$ cat config.mk
export PLATFORM = sky130hd
export DESIGN_NAME = input_event_text_line_parser
export DESIGN_NICKNAME = d
export VERILOG_FILES = /design/src/hdl/ietp_pkg.sv /design/src/hdl/ietp_front.sv /design/src/hdl/ietp_queue.sv /design/src/hdl/ietp_back.sv /design/src/hdl/input_event_text_line_parser.sv
export SDC_FILE = /design/constraint.sdc
export NUM_CORES = 1
export LEC_CHECK = 0
export ABC_AREA = 1
export BUFFER_PORTS_ARGS = -buffer_cell sky130_fd_sc_hd__buf_2
export CAP_MARGIN = 10
export CORE_MARGIN = 2
export CORE_UTILIZATION = 55
export CTS_BUF_LIST = sky130_fd_sc_hd__clkbuf_8
export DETAILED_ROUTE_END_ITERATION = 16
export PLACE_DENSITY = 0.74
export SYNTH_ARGS = -nofsm -noshare
export SYNTH_HDL_FRONTEND = slang
export SYNTH_SLANG_ARGS = --single-unit
$ cat constraint.sdc
create_clock -name clk -period 11.63 [get_ports clk]
set_clock_uncertainty 0.2 [all_clocks]
set_input_delay 1.163 -clock clk [delete_from_list [all_inputs] [get_ports clk]]
set_output_delay 1.163 -clock clk [all_outputs]
set_load 0.05 [all_outputs]
$ cat src/hdl/ietp_pkg.sv
// ----------------------------------------------------------------------------
// ietp_pkg
// Shared types, constants and text tables of the event text line parser.
// ----------------------------------------------------------------------------
package ietp_pkg;

	localparam int SECONDS_BITS = 32;
	localparam int SECX_W       = SECONDS_BITS + 4;
	localparam int NUM_W        = 32;
	localparam int NUMX_W       = NUM_W + 4;
	localparam int MICROS_W     = 20;
	localparam int QUEUE_DEPTH  = 4;
	localparam int QPTR_W       = $clog2(QUEUE_DEPTH);
	localparam int QCNT_W       = $clog2(QUEUE_DEPTH + 1);
	localparam int HEAD_LEN     = 12;
	localparam int FRAC_MAX     = 6;

	localparam logic [7:0] CH_SPACE = 8'h20;
	localparam logic [7:0] CH_TAB   = 8'h09;
	localparam logic [7:0] CH_COMMA = 8'h2C;
	localparam logic [7:0] CH_MINUS = 8'h2D;
	localparam logic [7:0] CH_DOT   = 8'h2E;
	localparam logic [7:0] CH_ZERO  = 8'h30;
	localparam logic [7:0] CH_NINE  = 8'h39;

	typedef enum logic [1:0] {
		FLD_TYPE  = 2'd0,
		FLD_CODE  = 2'd1,
		FLD_VALUE = 2'd2
	} fld_t;

	typedef struct packed {
		logic [7:0] ch;
		logic       last;
		logic       is_dig;
		logic [3:0] dig;
		logic       is_space;
		logic       is_tab;
		logic       is_comma;
		logic       is_minus;
		logic       is_dot;
	} token_t;

	typedef struct packed {
		logic                ok;
		logic                time_negative;
		logic [31:0]         time_seconds;
		logic [MICROS_W-1:0] time_micros;
		logic [15:0]         event_type;
		logic [15:0]         event_code;
		logic [31:0]         event_value;
	} result_t;

	function automatic logic [7:0] head_char(input logic [3:0] pos);
		logic [7:0] c;
		unique case (pos)
			4'd0:    c = 8'h45;
			4'd1:    c = 8'h76;
			4'd2:    c = 8'h65;
			4'd3:    c = 8'h6E;
			4'd4:    c = 8'h74;
			4'd5:    c = 8'h3A;
			4'd6:    c = 8'h20;
			4'd7:    c = 8'h74;
			4'd8:    c = 8'h69;
			4'd9:    c = 8'h6D;
			4'd10:   c = 8'h65;
			4'd11:   c = 8'h20;
			default: c = 8'h00;
		endcase
		return c;
	endfunction

	function automatic logic [7:0] label_char(input fld_t fld, input logic [3:0] pos);
		logic [7:0] c;
		c = 8'h00;
		unique case (fld)
			FLD_TYPE: begin
				unique case (pos)
					4'd0:    c = 8'h74;
					4'd1:    c = 8'h79;
					4'd2:    c = 8'h70;
					4'd3:    c = 8'h65;
					4'd4:    c = 8'h20;
					default: c = 8'h00;
				endcase
			end
			FLD_CODE: begin
				unique case (pos)
					4'd0:    c = 8'h63;
					4'd1:    c = 8'h6F;
					4'd2:    c = 8'h64;
					4'd3:    c = 8'h65;
					4'd4:    c = 8'h20;
					default: c = 8'h00;
				endcase
			end
			FLD_VALUE: begin
				unique case (pos)
					4'd0:    c = 8'h76;
					4'd1:    c = 8'h61;
					4'd2:    c = 8'h6C;
					4'd3:    c = 8'h75;
					4'd4:    c = 8'h65;
					4'd5:    c = 8'h20;
					default: c = 8'h00;
				endcase
			end
			default: c = 8'h00;
		endcase
		return c;
	endfunction

	function automatic logic [3:0] label_len(input fld_t fld);
		return (fld == FLD_VALUE) ? 4'd6 : 4'd5;
	endfunction

	// weight of the next fraction digit in microseconds
	function automatic logic [16:0] frac_weight(input logic [2:0] frac);
		logic [16:0] w;
		unique case (frac)
			3'd0:    w = 17'd100000;
			3'd1:    w = 17'd10000;
			3'd2:    w = 17'd1000;
			3'd3:    w = 17'd100;
			3'd4:    w = 17'd10;
			3'd5:    w = 17'd1;
			default: w = 17'd0;
		endcase
		return w;
	endfunction

endpackage

$ cat src/hdl/ietp_front.sv
// ----------------------------------------------------------------------------
// ietp_front
// Input side: accepts characters and classifies them into tokens.
// ----------------------------------------------------------------------------
module ietp_front import ietp_pkg::*; (
	input  logic       in_valid,
	output logic       in_ready,
	input  logic [7:0] ch,
	input  logic       last,
	input  logic       q_full,
	output logic       push,
	output token_t     tok
);

	assign in_ready = !q_full;
	assign push     = in_valid && !q_full;

	always_comb begin
		tok.ch       = ch;
		tok.last     = last;
		tok.is_dig   = (ch >= CH_ZERO) && (ch <= CH_NINE);
		tok.dig      = ch[3:0];
		tok.is_space = (ch == CH_SPACE);
		tok.is_tab   = (ch == CH_TAB);
		tok.is_comma = (ch == CH_COMMA);
		tok.is_minus = (ch == CH_MINUS);
		tok.is_dot   = (ch == CH_DOT);
	end

endmodule

$ cat src/hdl/ietp_queue.sv
// ----------------------------------------------------------------------------
// ietp_queue
// Short token queue between the classifier and the parser.
// ----------------------------------------------------------------------------
module ietp_queue import ietp_pkg::*; (
	input  logic   clk,
	input  logic   arst_n,
	input  logic   push,
	input  token_t push_tok,
	output logic   full,
	input  logic   pop,
	output logic   head_valid,
	output token_t head_tok
);

	token_t              mem_q [QUEUE_DEPTH];
	logic [QPTR_W-1:0]   wr_ptr_q;
	logic [QPTR_W-1:0]   rd_ptr_q;
	logic [QCNT_W-1:0]   count_q;

	function automatic logic [QPTR_W-1:0] ptr_next(input logic [QPTR_W-1:0] p);
		return (p == QPTR_W'(QUEUE_DEPTH - 1)) ? '0 : p + 1'b1;
	endfunction

	assign full       = (count_q == QCNT_W'(QUEUE_DEPTH));
	assign head_valid = (count_q != '0);
	assign head_tok   = mem_q[rd_ptr_q];

	always_ff @(posedge clk) begin
		if (push) begin
			mem_q[wr_ptr_q] <= push_tok;
		end
	end

	always_ff @(posedge clk or negedge arst_n) begin
		if (!arst_n) begin
			wr_ptr_q <= '0;
			rd_ptr_q <= '0;
			count_q  <= '0;
		end else begin
			if (push) begin
				wr_ptr_q <= ptr_next(wr_ptr_q);
			end
			if (pop) begin
				rd_ptr_q <= ptr_next(rd_ptr_q);
			end
			unique case ({push, pop})
				2'b10:   count_q <= count_q + 1'b1;
				2'b01:   count_q <= count_q - 1'b1;
				default: count_q <= count_q;
			endcase
		end
	end

endmodule

$ cat src/hdl/ietp_back.sv
// ----------------------------------------------------------------------------
// ietp_back
// Parser: walks the line one token per cycle unless the result stalls it, and registers the result.
// ----------------------------------------------------------------------------
module ietp_back import ietp_pkg::*; (
	input  logic    clk,
	input  logic    arst_n,
	input  logic    tok_valid,
	input  token_t  tok,
	output logic    pop,
	output logic    res_valid,
	input  logic    res_ready,
	output result_t res
);

	typedef enum logic [11:0] {
		PH_LEAD   = 12'b0000_0000_0001,
		PH_PREFIX = 12'b0000_0000_0010,
		PH_TSIGN  = 12'b0000_0000_0100,
		PH_TINT   = 12'b0000_0000_1000,
		PH_TFRAC  = 12'b0000_0001_0000,
		PH_SKIP   = 12'b0000_0010_0000,
		PH_FSP    = 12'b0000_0100_0000,
		PH_LABEL  = 12'b0000_1000_0000,
		PH_NSIGN  = 12'b0001_0000_0000,
		PH_NDIG   = 12'b0010_0000_0000,
		PH_DONE   = 12'b0100_0000_0000,
		PH_DEAD   = 12'b1000_0000_0000
	} phase_t;

	phase_t                  phase_q, n_phase;
	logic [3:0]              pos_q, n_pos;
	logic                    failed_q, n_failed;
	logic                    neg_q, n_neg;
	logic                    tneg_q, n_tneg;
	logic                    dseen_q, n_dseen;
	logic [2:0]              frac_q, n_frac;
	logic [SECONDS_BITS-1:0] sec_q, n_sec;
	logic [MICROS_W-1:0]     mic_q, n_mic;
	logic [NUM_W-1:0]        num_q, n_num;
	logic [15:0]             type_q, n_type;
	logic [15:0]             code_q, n_code;
	logic [31:0]             val_q, n_val;
	fld_t                    fld_q, n_fld;

	logic                    res_valid_q;
	result_t                 res_q;

	logic                    fail_c;
	logic [SECX_W-1:0]       sec_x;
	logic [NUMX_W-1:0]       num_x;
	logic [NUMX_W-1:0]       num_lim;
	logic [20:0]             mic_add;
	logic [7:0]              lab_c;
	logic [3:0]              pos_inc;
	logic                    fin_now;
	logic                    good;

	assign pop       = tok_valid && (!res_valid_q || res_ready);
	assign res_valid = res_valid_q;
	assign res       = res_q;

	assign sec_x   = (SECX_W'(sec_q) << 3) + (SECX_W'(sec_q) << 1) + SECX_W'(tok.dig);
	assign num_x   = (NUMX_W'(num_q) << 3) + (NUMX_W'(num_q) << 1) + NUMX_W'(tok.dig);
	assign num_lim = (fld_q != FLD_VALUE) ? NUMX_W'(65535) :
	                 neg_q ? NUMX_W'(64'h8000_0000) : NUMX_W'(64'h7FFF_FFFF);
	assign mic_add = 21'(tok.dig) * 21'(frac_weight(frac_q));
	assign lab_c   = label_char(fld_q, pos_q);
	assign pos_inc = pos_q + 1'b1;

	always_comb begin
		n_phase  = phase_q;
		n_pos    = pos_q;
		n_failed = failed_q;
		n_neg    = neg_q;
		n_tneg   = tneg_q;
		n_dseen  = dseen_q;
		n_frac   = frac_q;
		n_sec    = sec_q;
		n_mic    = mic_q;
		n_num    = num_q;
		n_type   = type_q;
		n_code   = code_q;
		n_val    = val_q;
		n_fld    = fld_q;
		fail_c   = 1'b0;

		unique case (phase_q)
			PH_LEAD: begin
				if (!tok.is_space && !tok.is_tab) begin
					if (tok.ch == head_char(4'd0)) begin
						n_phase = PH_PREFIX;
						n_pos   = 4'd1;
					end else begin
						fail_c = 1'b1;
					end
				end
			end
			PH_PREFIX: begin
				if (pos_q >= 4'(HEAD_LEN) || tok.ch != head_char(pos_q)) begin
					fail_c = 1'b1;
				end else begin
					n_pos = pos_inc;
					if (pos_inc == 4'(HEAD_LEN)) begin
						n_phase = PH_TSIGN;
					end
				end
			end
			PH_TSIGN, PH_TINT: begin
				if (tok.is_minus && phase_q == PH_TSIGN) begin
					n_tneg  = 1'b1;
					n_phase = PH_TINT;
				end else if (tok.is_dig) begin
					n_dseen = 1'b1;
					n_phase = PH_TINT;
					n_sec   = (sec_x > SECX_W'({SECONDS_BITS{1'b1}})) ? {SECONDS_BITS{1'b1}}
					                                                : SECONDS_BITS'(sec_x);
				end else if (tok.is_dot) begin
					n_phase = PH_TFRAC;
				end else if (phase_q == PH_TSIGN || !dseen_q) begin
					fail_c = 1'b1;
				end else begin
					n_phase = tok.is_comma ? PH_FSP : PH_SKIP;
				end
			end
			PH_TFRAC: begin
				if (tok.is_dig) begin
					n_dseen = 1'b1;
					if (frac_q < 3'(FRAC_MAX)) begin
						n_mic  = MICROS_W'(21'(mic_q) + mic_add);
						n_frac = frac_q + 1'b1;
					end
				end else if (!dseen_q) begin
					fail_c = 1'b1;
				end else begin
					n_phase = tok.is_comma ? PH_FSP : PH_SKIP;
				end
			end
			PH_SKIP: begin
				if (tok.is_comma) begin
					n_phase = PH_FSP;
				end
			end
			PH_FSP: begin
				if (!tok.is_space) begin
					n_phase = PH_LABEL;
					n_pos   = 4'd0;
					if (tok.ch != label_char(fld_q, 4'd0)) begin
						fail_c = 1'b1;
					end else begin
						n_pos = 4'd1;
					end
				end
			end
			PH_LABEL: begin
				if (tok.ch != lab_c) begin
					fail_c = 1'b1;
				end else begin
					n_pos = pos_inc;
					if (pos_inc >= label_len(fld_q)) begin
						n_phase = PH_NSIGN;
						n_num   = '0;
						n_neg   = 1'b0;
						n_dseen = 1'b0;
					end
				end
			end
			PH_NSIGN, PH_NDIG: begin
				if (tok.is_dig) begin
					n_phase = PH_NDIG;
					n_dseen = 1'b1;
					if (num_x > num_lim) begin
						fail_c = 1'b1;
					end else begin
						n_num = NUM_W'(num_x);
					end
				end else if (phase_q == PH_NSIGN) begin
					if (tok.is_minus && fld_q == FLD_VALUE) begin
						n_neg   = 1'b1;
						n_phase = PH_NDIG;
					end else begin
						fail_c = 1'b1;
					end
				end else if (!dseen_q) begin
					fail_c = 1'b1;
				end else begin
					unique case (fld_q)
						FLD_TYPE: begin
							n_type  = num_q[15:0];
							n_fld   = FLD_CODE;
							n_phase = tok.is_comma ? PH_FSP : PH_SKIP;
						end
						FLD_CODE: begin
							n_code  = num_q[15:0];
							n_fld   = FLD_VALUE;
							n_phase = tok.is_comma ? PH_FSP : PH_SKIP;
						end
						default: begin
							n_val   = neg_q ? 32'(0 - num_q) : num_q;
							n_phase = PH_DONE;
						end
					endcase
				end
			end
			PH_DONE, PH_DEAD: begin
			end
			default: begin
				fail_c = 1'b1;
			end
		endcase

		if (fail_c) begin
			n_failed = 1'b1;
			n_phase  = PH_DEAD;
		end
	end

	assign fin_now = (n_phase == PH_NDIG) && (n_fld == FLD_VALUE) && n_dseen;
	assign good    = !n_failed && ((n_phase == PH_DONE) || fin_now);

	always_ff @(posedge clk) begin
		if (pop && tok.last) begin
			res_q.ok            <= good;
			res_q.time_negative <= good && n_tneg;
			res_q.time_seconds  <= good ? 32'(n_sec) : '0;
			res_q.time_micros   <= good ? n_mic : '0;
			res_q.event_type    <= good ? n_type : '0;
			res_q.event_code    <= good ? n_code : '0;
			if (!good) begin
				res_q.event_value <= '0;
			end else if (fin_now) begin
				res_q.event_value <= n_neg ? 32'(0 - n_num) : n_num;
			end else begin
				res_q.event_value <= n_val;
			end
		end
	end

	always_ff @(posedge clk or negedge arst_n) begin
		if (!arst_n) begin
			res_valid_q <= 1'b0;
		end else if (pop && tok.last) begin
			res_valid_q <= 1'b1;
		end else if (res_ready) begin
			res_valid_q <= 1'b0;
		end
	end

	always_ff @(posedge clk or negedge arst_n) begin
		if (!arst_n) begin
			phase_q  <= PH_LEAD;
			pos_q    <= '0;
			failed_q <= 1'b0;
			neg_q    <= 1'b0;
			tneg_q   <= 1'b0;
			dseen_q  <= 1'b0;
			frac_q   <= '0;
			sec_q    <= '0;
			mic_q    <= '0;
			num_q    <= '0;
			type_q   <= '0;
			code_q   <= '0;
			val_q    <= '0;
			fld_q    <= FLD_TYPE;
		end else if (pop && tok.last) begin
			phase_q  <= PH_LEAD;
			pos_q    <= '0;
			failed_q <= 1'b0;
			neg_q    <= 1'b0;
			tneg_q   <= 1'b0;
			dseen_q  <= 1'b0;
			frac_q   <= '0;
			sec_q    <= '0;
			mic_q    <= '0;
			num_q    <= '0;
			type_q   <= '0;
			code_q   <= '0;
			val_q    <= '0;
			fld_q    <= FLD_TYPE;
		end else if (pop) begin
			phase_q  <= n_phase;
			pos_q    <= n_pos;
			failed_q <= n_failed;
			neg_q    <= n_neg;
			tneg_q   <= n_tneg;
			dseen_q  <= n_dseen;
			frac_q   <= n_frac;
			sec_q    <= n_sec;
			mic_q    <= n_mic;
			num_q    <= n_num;
			type_q   <= n_type;
			code_q   <= n_code;
			val_q    <= n_val;
			fld_q    <= n_fld;
		end
	end

`ifndef NO_ASSERTIONS
	a_pop_slot_free: assert property (@(posedge clk) disable iff (!arst_n)
		pop |-> (!res_valid_q || res_ready))
		else $error("token popped while result slot is blocked");

	a_line_end_clears: assert property (@(posedge clk) disable iff (!arst_n)
		(pop && tok.last) |=> (phase_q == PH_LEAD && !failed_q && fld_q == FLD_TYPE))
		else $error("parser state not cleared after line end");

	a_fail_is_dead: assert property (@(posedge clk) disable iff (!arst_n)
		failed_q |-> (phase_q == PH_DEAD))
		else $error("failed line left the dead phase");

	a_bad_line_zero: assert property (@(posedge clk) disable iff (!arst_n)
		(res_valid_q && !res_q.ok) |-> (res_q.time_seconds == '0 && res_q.time_micros == '0
			&& res_q.event_type == '0 && res_q.event_code == '0
			&& res_q.event_value == '0 && !res_q.time_negative))
		else $error("failed line result carries nonzero fields");

	a_micros_range: assert property (@(posedge clk) disable iff (!arst_n)
		res_valid_q |-> (res_q.time_micros < MICROS_W'(1000000)))
		else $error("microseconds out of range");
`endif

endmodule

$ cat src/hdl/input_event_text_line_parser.sv
// ----------------------------------------------------------------------------
// input_event_text_line_parser
// Parses event text lines, one character per cycle while in_ready, into time and event fields.
// ----------------------------------------------------------------------------
// Characters are taken at one per cycle while in_ready is high, with no gaps
// between lines. A classifier writes each character into a four-entry token
// queue; the parser drains it at one token per cycle, while no result waits
// on out_ready, into a single result register, which takes a line's result
// when the parser pops that line's last token. A result waiting on out_ready
// stalls the parser only; input keeps flowing until the queue holds four
// tokens. Every line gives one result on its last character; ok low means
// the line did not parse, and then all other result fields are zero.
module input_event_text_line_parser import ietp_pkg::*; (
	input  logic        clk,
	input  logic        arst_n,
	input  logic        in_valid,
	output logic        in_ready,
	input  logic [7:0]  ch,
	input  logic        last,
	output logic        out_valid,
	input  logic        out_ready,
	output logic        ok,
	output logic        time_negative,
	output logic [31:0] time_seconds,
	output logic [19:0] time_micros,
	output logic [15:0] event_type,
	output logic [15:0] event_code,
	output logic signed [31:0] event_value
);

	logic    q_full;
	logic    push;
	token_t  push_tok;
	logic    head_valid;
	token_t  head_tok;
	logic    pop;
	result_t res;

	ietp_front u_front (
		.in_valid (in_valid),
		.in_ready (in_ready),
		.ch       (ch),
		.last     (last),
		.q_full   (q_full),
		.push     (push),
		.tok      (push_tok)
	);

	ietp_queue u_queue (
		.clk        (clk),
		.arst_n     (arst_n),
		.push       (push),
		.push_tok   (push_tok),
		.full       (q_full),
		.pop        (pop),
		.head_valid (head_valid),
		.head_tok   (head_tok)
	);

	ietp_back u_back (
		.clk       (clk),
		.arst_n    (arst_n),
		.tok_valid (head_valid),
		.tok       (head_tok),
		.pop       (pop),
		.res_valid (out_valid),
		.res_ready (out_ready),
		.res       (res)
	);

	assign ok            = res.ok;
	assign time_negative = res.time_negative;
	assign time_seconds  = res.time_seconds;
	assign time_micros   = res.time_micros;
	assign event_type    = res.event_type;
	assign event_code    = res.event_code;
	assign event_value   = res.event_value;

endmodule

==> impl_metrics.py, run 1 <==
metrics = {
    "outcome": {
        "outcome": "completed",
    },
    "setup_path": {
        "crit_type": "register to register",
        "timing.critical_path.mode_cell": "sky130_fd_sc_hd__nand2_1",
        "largest_stage_delay_on_the_critical_path_ns": 0.75,
        "cpLargestDelayFamily": "simple AND/OR/NAND/NOR gates",
        "setup.worst_path.end_class": "register",
        "cp_max_fo": 69,
        "worst-path-buf-inv": 9,
        "timing.critical_path.slowest_stage_cell": "sky130_fd_sc_hd__dfrtp_1",
        "worstPathRequired_ns": 11.86,
        "critPathArrivalTime_ns": 9.23,
        "worst_setup_path_start_kind": "register",
    },
    "place": {
        "post-dp-hpwl_um": 55400,
        "buffer_ports.inserted": 132,
        "gpl.final_weighted_congestion": 0.962,
    },
    "floorplan": {
        "die_area_sq_mm": 0.0505,
        "fp.dieH_um": 225,
        "core_area_sq_mm": 0.0478,
        "die-width_um": 225,
        "placement_rows": 80,
        "start_util_pct": 56.0,
        "num_io_pins": 133,
    },
    "synth": {
        "synth.ff_latch_count": 359,
        "synthCells": 3503,
        "syn_nets": 3772,
        "synth.top_cells.by_area": "sky130_fd_sc_hd__edfxtp_1, sky130_fd_sc_hd__dfrtp_1, sky130_fd_sc_hd__nand2_1",
        "synth_ff_type": "sky130_fd_sc_hd__dfrtp_1",
        "netlist_area_sq_mm": 0.0268,
        "synthesis.yosys.warnings": 0,
        "synth.lib_cells_used.distinct": 69,
        "netlist.top_cell.by_area": "sky130_fd_sc_hd__edfxtp_1",
        "synth-seq-area-share_pct": 36.9,
        "synthDominantCellAreaShare_pct": 20.0,
        "synth_edf_count": 178,
        "ys_async_rst_share_pct": 50.4,
        "post_synth.cell_area_avg_sq_um": 7.64,
    },
    "flow_run": {
        "maxCapViolations": 0,
    },
    "detailed_routing": {
        "antenna_left": 0,
        "top_layer": "met4",
        "met3_length_um": 5930,
        "wl_per_cell_um": 17.6,
        "drt_first_iter_violations": 2513,
        "routedLengthMet1_um": 33300,
        "finalWirelength_um": 75300,
        "dr.pass1.iters": 7,
        "drt-vias-per-instance": 5.64,
        "routed-wl-met2_um": 33800,
        "drcViolationCount": 0,
        "num_vias": 24100,
    },
    "sta": {
        "timing.final.max_slew_violations": 0,
        "fin_crit_ns": 9.00,
        "slew_headroom_pct": 28.1,
        "finalSetupViolCount": 0,
        "max_clock_freq_ghz": 0.111,
        "grt_setup_unrepaired": "no",
        "timing.final.hold_violations": 0,
        "slew_worst_pin_ns": 1.08,
        "sum_neg_setup_slack_ns": 0,
        "timing.final.crit_share_pct": 77.4,
    },
    "power_and_ir_drop": {
        "report.power.total_mw": 7.13,
        "power.ir.vdd_worst_uv": 246,
        "power_density_mw_per_mm2": 245,
        "pleak_nw": 14.7,
    },
    "clock_network": {
        "worstSkewPairLatency_ns": 0.68,
        "htreeDepth": 2,
        "cts-root-buf": "sky130_fd_sc_hd__clkbuf_8",
        "tritoncts": "done",
        "cts_post_setup_buffers_inserted": 0,
        "clkSlewWorstSetupHoldPaths_ns": 0.06,
        "cts.sinks": 359,
        "numCtsBuffers": 61,
        "clock_tree.buffer_depth": 3,
        "post_cts_resized": 0,
        "post_cts_hold_buffer_count": 0,
    },
    "layout": {
        "area_growth_syn_to_layout_pct": 8.87,
        "drive_above_1_share_pct": 9.27,
        "final_nets": 3872,
        "antenna_cells": 0,
    },
    "global_route": {
        "grt_usage_pct": 29.7,
        "maximum_number_of_pins_on_one_net_before_global_route_repair": 92,
        "overflow": 0,
        "grt_antenna_before_repair": 0,
        "grt_first_pass_wirelength_um": 119000,
        "via_count_of_the_first_global_routing_pass": 22400,
    },
    "hold_path": {
        "worst_hold_path_type": "register to register",
    },
}
-- logic make-up (layout without fill, tap and decap cells) --
kind of cell,after synthesis,count (layout),synth area share [%]
DFF,359,359,36.9
AOI/OAI and AO/OA,638,638,13.7
and+or+nand+nor,1554,1554,24.4
buffers and inverters,601,754,8.81
adders and majority gates,256,256,13.1
xor gates and xnor gates,95,95,3.11
-- layout make-up --
type	count	area, sq um
Fill cell	4341	18700
Multi-Input combinational cell	2543	14600
Sequential cell	359	9880
Inverter	484	1820
Clock buffer	70	963
Timing Repair Buffer	154	835
Tap cell	615	769
Clock inverter	46	323
-- final timing paths --
kind	from	to	slack, ns	cells past startpoint
worst max-delay path	u_queue.rd_ptr_q[1]$_DFFE_PN0P_	u_back.res[16]$_SDFFCE_PN0P_	2.63	42
worst min-delay path	u_back.val_q[5]$_DFFE_PN0N_	u_back.val_q[5]$_DFFE_PN0N_	0.29	2
worst max register to register	u_queue.rd_ptr_q[1]$_DFFE_PN0P_	u_back.res[16]$_SDFFCE_PN0P_	2.63	42
worst min register to register	u_back.val_q[5]$_DFFE_PN0N_	u_back.val_q[5]$_DFFE_PN0N_	0.29	2
max in group asynchronous	arst_n	u_back.type_q[5]$_DFFE_PN0N_	9.61	2
min in group asynchronous	arst_n	u_back.sec_q[25]$_DFFE_PN0N_	0.32	1
-- stage by stage --
step | hold WS [ns] | cell area (sq um) | instances | util, % | setup WS, ns
5_1_grt | 0.315 | 29100 | 4271 | 60.9 | 1.91
6_report | 0.290 | 29100 | 4271 | 60.9 | 2.63
3_3_place_gp | 0.266 | 27900 | 4155 | 58.2 | 3.00
3_5_place_dp | 0.269 | 27900 | 4155 | 58.2 | 2.81
2_1_floorplan | 0.248 | 26800 | 3503 | - | 5.71
4_1_cts | 0.284 | 29100 | 4271 | 60.9 | 2.78
-- Yosys cell counts (5+ instances only) --
master and n:
sky130_fd_sc_hd__a21oi_2 10, sky130_fd_sc_hd__buf_1 9, sky130_fd_sc_hd__and2_1 5, sky130_fd_sc_hd__xnor2_1 28
sky130_fd_sc_hd__dfrtp_1 180, sky130_fd_sc_hd__nor3b_1 7, sky130_fd_sc_hd__a21oi_1 166, sky130_fd_sc_hd__nor3_1 43
sky130_fd_sc_hd__nand3_1 152, sky130_fd_sc_hd__inv_1 456, sky130_fd_sc_hd__nor2_4 5, sky130_fd_sc_hd__fa_1 40
sky130_fd_sc_hd__clkinv_1 6, sky130_fd_sc_hd__edfxtp_1 178, sky130_fd_sc_hd__nand3b_1 8, sky130_fd_sc_hd__o21ai_0 242
sky130_fd_sc_hd__nand2_2 13, sky130_fd_sc_hd__nand2_4 5, sky130_fd_sc_hd__a22o_1 6, sky130_fd_sc_hd__nor4_1 10
sky130_fd_sc_hd__o21ai_1 9, sky130_fd_sc_hd__nand2_1 851, sky130_fd_sc_hd__o21bai_1 5, sky130_fd_sc_hd__ha_1 216
sky130_fd_sc_hd__clkbuf_1 74, sky130_fd_sc_hd__nand4_1 51, sky130_fd_sc_hd__or2_2 8, sky130_fd_sc_hd__xor2_1 67
sky130_fd_sc_hd__a21boi_0 13, sky130_fd_sc_hd__a31oi_1 15, sky130_fd_sc_hd__o22ai_1 126, sky130_fd_sc_hd__buf_6 9
sky130_fd_sc_hd__buf_2 24, sky130_fd_sc_hd__o211ai_1 7, sky130_fd_sc_hd__nor2_1 373, sky130_fd_sc_hd__inv_2 21
sky130_fd_sc_hd__nor2_2 9
-- flip-flops by register name, summed over array words and instances (netlist names), 3 cells and up --
register         flops
u_back.frac_q        3
u_queue.mem_q       60
u_back.mic_q        20
u_back.code_q       16
u_back.val_q        32
u_back.pos_q         4
u_back.res         118
u_queue.count_q      3
u_back.num_q        32
u_back.type_q       16
u_back.phase_q      12
u_back.sec_q        32
-- power by group --
| part | leakage [nW] | switching (mW) | internal [mW] |
|---|---|---|---|
| logic | 9.73 | 2.97 | 1.06 |
| clock network | 0.712 | 0.545 | 0.642 |
| registers | 4.21 | 0.180 | 1.73 |
-- layer usage --
metal	GRT usage, %	vias up
li1	-	11800
met1	42.3	11100
met2	46.8	988
met3	4.35	146
met4	9.68	0
met5	0	-
-- cell usage in the layout, fill, tap and decap left out, drive strengths merged, types with 7 or more instances in the layout --
cell type and n:
nand2 869, inv 495, nor2 388, o21ai 254, ha 216, dfrtp 180
a21oi 179, edfxtp 178, nand3 156, buf 153, o22ai 126, clkbuf 71
xor2 67, nand4 51, nor3 44, fa 40, xnor2 28, clkinv 28
a31oi 15, a21boi 15, nor4 12, or2 12, nand3b 8, o211ai 8
nor3b 7
-- worst min-delay path, delay by kind of cell (launching register included) --
family | cells | cell delay (ns)
flops | 1 | 0.35
simple gates | 2 | 0.12
(Power assumes the default switching activity.)
==> run 2, diff against run 1 <==
--- a/config.mk
+++ b/config.mk
@@ -5,7 +5,7 @@
 export SDC_FILE = /design/constraint.sdc
 export NUM_CORES = 1
 export LEC_CHECK = 0
-export ABC_AREA = 1
+export ABC_AREA = 0
 export BUFFER_PORTS_ARGS = -buffer_cell sky130_fd_sc_hd__buf_2
 export CAP_MARGIN = 10
 export CORE_MARGIN = 2
==> constraint.sdc (replaced) <==
create_clock -name clk -period 8.3 [get_ports clk]
set_clock_uncertainty 0.2 [all_clocks]
set_input_delay 0.83 -clock clk [delete_from_list [all_inputs] [get_ports clk]]
set_output_delay 0.83 -clock clk [all_outputs]
set_load 0.05 [all_outputs]
==> run 2 against run 1 <==
Total power increased by 12%. Worst setup slack got worse by 2.3 ns. Global-route usage increased by 2.3 points. Highest routed layer unchanged.
==> impl_metrics.py, run 2 <==
metrics = {
    "outcome": {
        "outcome": "completed",
    },
    "layout": {
        "antenna_cells": 0,
        "final_nets": 3194,
        "instances_no_fill": 3583,
        "drive_above_1_share_pct": 13.3,
        "largest_register_ffs": 118,
        "layout.cells.most_common_list": "sky130_fd_sc_hd__nand2_1, sky130_fd_sc_hd__nor2_1, sky130_fd_sc_hd__a21oi_1",
        "most_common_cell_after_layout_fill_and_taps_aside": "sky130_fd_sc_hd__nand2_1",
        "finish.utilization_pct": 61.8,
        "area_growth_syn_to_layout_pct": 11.4,
    },
    "setup_path": {
        "cp_max_fo": 4,
        "regToRegSetupSlack_ns": 0.28,
        "worst_setup_path_start_kind": "register",
        "setup.worst_path.end_class": "register",
        "timing.reg2reg.worst_path_depth": 29,
        "timing.critical_path.slowest_stage_cell": "sky130_fd_sc_hd__fa_2",
        "critPathArrivalTime_ns": 8.32,
        "reg2reg_from": "u_queue.rd_ptr_q[0]$_DFFE_PN0P_",
        "largest_stage_delay_on_the_critical_path_ns": 0.62,
        "timing.rr.end": "u_back.res[28]$_SDFFCE_PN0P_",
        "worstPathRequired_ns": 8.60,
        "cpLargestDelayFamily": "simple AND/OR/NAND/NOR gates",
        "worst-path-buf-inv": 2,
        "crit_type": "register to register",
    },
    "hold_path": {
        "worst_hold_path_type": "primary input to async pin",
    },
    "floorplan": {
        "fp.dieH_um": 220,
        "core_area_sq_mm": 0.0463,
        "num_io_pins": 133,
        "die-width_um": 220,
        "placement_rows": 79,
        "die_area_sq_mm": 0.0484,
        "start_util_pct": 55.5,
    },
    "detailed_routing": {
        "num_vias": 22800,
        "wl_per_cell_um": 21.6,
        "dr.pass1.iters": 6,
        "drt-vias-per-instance": 6.37,
        "antenna_left": 0,
        "drt_first_iter_violations": 2248,
        "drcViolationCount": 0,
        "finalWirelength_um": 77300,
    },
    "clock_network": {
        "tritoncts": "done",
        "clkSlewWorstSetupHoldPaths_ns": 0.07,
        "cts.sinks": 359,
        "numCtsBuffers": 60,
        "worstSkewPairLatency_ns": 0.69,
        "htreeDepth": 2,
        "cts-root-buf": "sky130_fd_sc_hd__clkbuf_8",
        "clock_tree.buffer_depth": 3,
        "post_cts_hold_buffer_count": 0,
    },
    "sta": {
        "slew_worst_pin_ns": 1.19,
        "fin_crit_ns": 8.02,
        "timing.final.ws_setup_ns": 0.285,
        "timing.final.hold_violations": 0,
        "slew_headroom_pct": 19.9,
        "fin_worst_hold_slack_ns": 0.0517,
        "timing.final.crit_share_pct": 96.6,
        "finalSetupViolCount": 0,
        "grt_setup_unrepaired": "no",
        "timing.final.max_slew_violations": 0,
        "max_clock_freq_ghz": 0.125,
    },
    "place": {
        "dp.cells": 3464,
        "post-place-ws_ns": -0.111,
        "buffer_ports.inserted": 132,
        "gpl.final_weighted_congestion": 1.01,
        "post-dp-hpwl_um": 54900,
    },
    "synth": {
        "largest_family_of_logic_cells_by_synthesized_area": "compound AO/OA/AOI/OAI gates",
        "synth-seq-area-share_pct": 38.5,
        "synth_compound_gate_area_share_pct": 18.6,
        "synthDominantCellAreaShare_pct": 20.8,
        "yosys.area_share.adder_pct": 13.7,
        "syn_nets": 3073,
        "yosys-mux-area-fraction_pct": 3.05,
        "netlist.top_cell.by_area": "sky130_fd_sc_hd__edfxtp_1",
        "synth_ff_type": "sky130_fd_sc_hd__dfrtp_1",
        "synthesis.yosys.warnings": 0,
        "synthTopCellsByCount": "sky130_fd_sc_hd__nand2_1, sky130_fd_sc_hd__nor2_1, sky130_fd_sc_hd__a21oi_1",
        "post_synth.cell_area_avg_sq_um": 9.15,
        "ys_async_rst_share_pct": 50.4,
        "netlist_area_sq_mm": 0.0257,
        "yosysMostFrequentCell": "sky130_fd_sc_hd__nand2_1",
        "synth.ff_latch_count": 359,
        "synth.lib_cells_used.distinct": 75,
        "synth.top_cells.by_area": "sky130_fd_sc_hd__edfxtp_1, sky130_fd_sc_hd__dfrtp_1, sky130_fd_sc_hd__ha_1",
        "synth_edf_count": 178,
        "synth_simple_gate_area_share_pct": 17.9,
        "synth_xor_area_share_pct": 4.20,
        "synthCells": 2804,
    },
    "power_and_ir_drop": {
        "power.ir.vdd_worst_uv": 280,
        "switching_share_pct": 46.1,
        "internal_power_mw": 4.32,
        "power_density_mw_per_mm2": 280,
        "report.power.total_mw": 8.02,
        "power_frac_seq_pct": 30.9,
        "clkPwrFrac_pct": 22.1,
        "power.combinational.fraction_pct": 46.9,
        "netSwitchingPower_mw": 3.70,
        "pleak_nw": 12.9,
    },
    "global_route": {
        "via_count_of_the_first_global_routing_pass": 21900,
        "overflow": 0,
        "grt_usage_pct": 32.0,
        "grt_antenna_before_repair": 1,
        "maximum_number_of_pins_on_one_net_before_global_route_repair": 112,
        "grt_first_pass_wirelength_um": 122000,
    },
    "flow_run": {
        "maxCapViolations": 0,
    },
}
run 2: cell families after synthesis:
| family | Yosys count |
|---|---|
| buf+inv | 273 |
| fa+ha+maj | 256 |
| simple gates | 973 |
| compound gates | 761 |
| flops | 359 |
| mux | 59 |
| xor+xnor | 123 |
run 2: metrics by stage:
step | instance area [sq um] | TNS, ns
final | 28600 | 0
after global routing | 28600 | 0
after CTS | 28500 | 0
after detailed placement | 27100 | -0.199
after global placement | 27100 | 0
after floorplan | 25700 | 0
run 2: repair_timing:
action	4_1_cts	5_1_grt
cloned	0	0
setup endpoints to repair	2	15
resized for setup	2	14
buffers inserted	1	4
pin swaps	2	4
run 2: worst max-delay path by stage:
stage	start	end	slack, ns	cells past startpoint
5_1_grt	u_queue.rd_ptr_q[0]$_DFFE_PN0P_	u_back.res[28]$_SDFFCE_PN0P_	0.01	29
3_5_place_dp	u_queue.rd_ptr_q[0]$_DFFE_PN0P_	u_back.res[22]$_SDFFCE_PN0P_	-0.11	26
6_report	u_queue.rd_ptr_q[0]$_DFFE_PN0P_	u_back.res[28]$_SDFFCE_PN0P_	0.28	29
4_1_cts	u_queue.rd_ptr_q[0]$_DFFE_PN0P_	u_back.res[22]$_SDFFCE_PN0P_	0.02	27
3_3_place_gp	u_queue.rd_ptr_q[0]$_DFFE_PN0P_	u_back.res[28]$_SDFFCE_PN0P_	0.07	26
2_1_floorplan	u_queue.rd_ptr_q[0]$_DFFE_PN0P_	u_back.res[22]$_SDFFCE_PN0P_	0.002	32
run 2: area by class of cell:
type	count	area [sq um]
fill	3920	17700
clock buffer	77	1060
inverter	122	463
multi-input combinational	2172	14900
tap	607	759
timing repair buffer	210	1280
sequential	359	9880
clock inverter	36	302
run 2: worst reg2reg max path, delay by kind of cell, from the launching register on:
| family | cells | cell delay [ns] |
|---|---|---|
| AOI/OAI and AO/OA | 11 | 2.05 |
| and+or+nand+nor | 9 | 2.36 |
| xor gates and xnor gates | 1 | 0.16 |
| adders and majority gates | 4 | 1.43 |
| buffers and inverters | 2 | 0.37 |
| DFF | 1 | 0.42 |
| muxes | 2 | 0.88 |
run 2: power by group through the flow:
stage | Combinational [mW] | Clock [mW] | Sequential (mW)
2_1_floorplan | 1.84 | 0 | 3.37
3_3_place_gp | 3.63 | 0 | 2.50
3_5_place_dp | 3.72 | 0 | 2.50
4_1_cts | 3.74 | 1.80 | 2.48
5_1_grt | 4.06 | 1.88 | 2.50
6_report | 3.76 | 1.77 | 2.48
run 2: routing by layer:
layer	wire (um)	global-route usage, %	vias up
met5	0	0	-
met4	2730	11.4	0
met3	6210	4.60	183
met2	35400	50.3	1038
met1	32900	45.2	11200
li1	-	-	10400
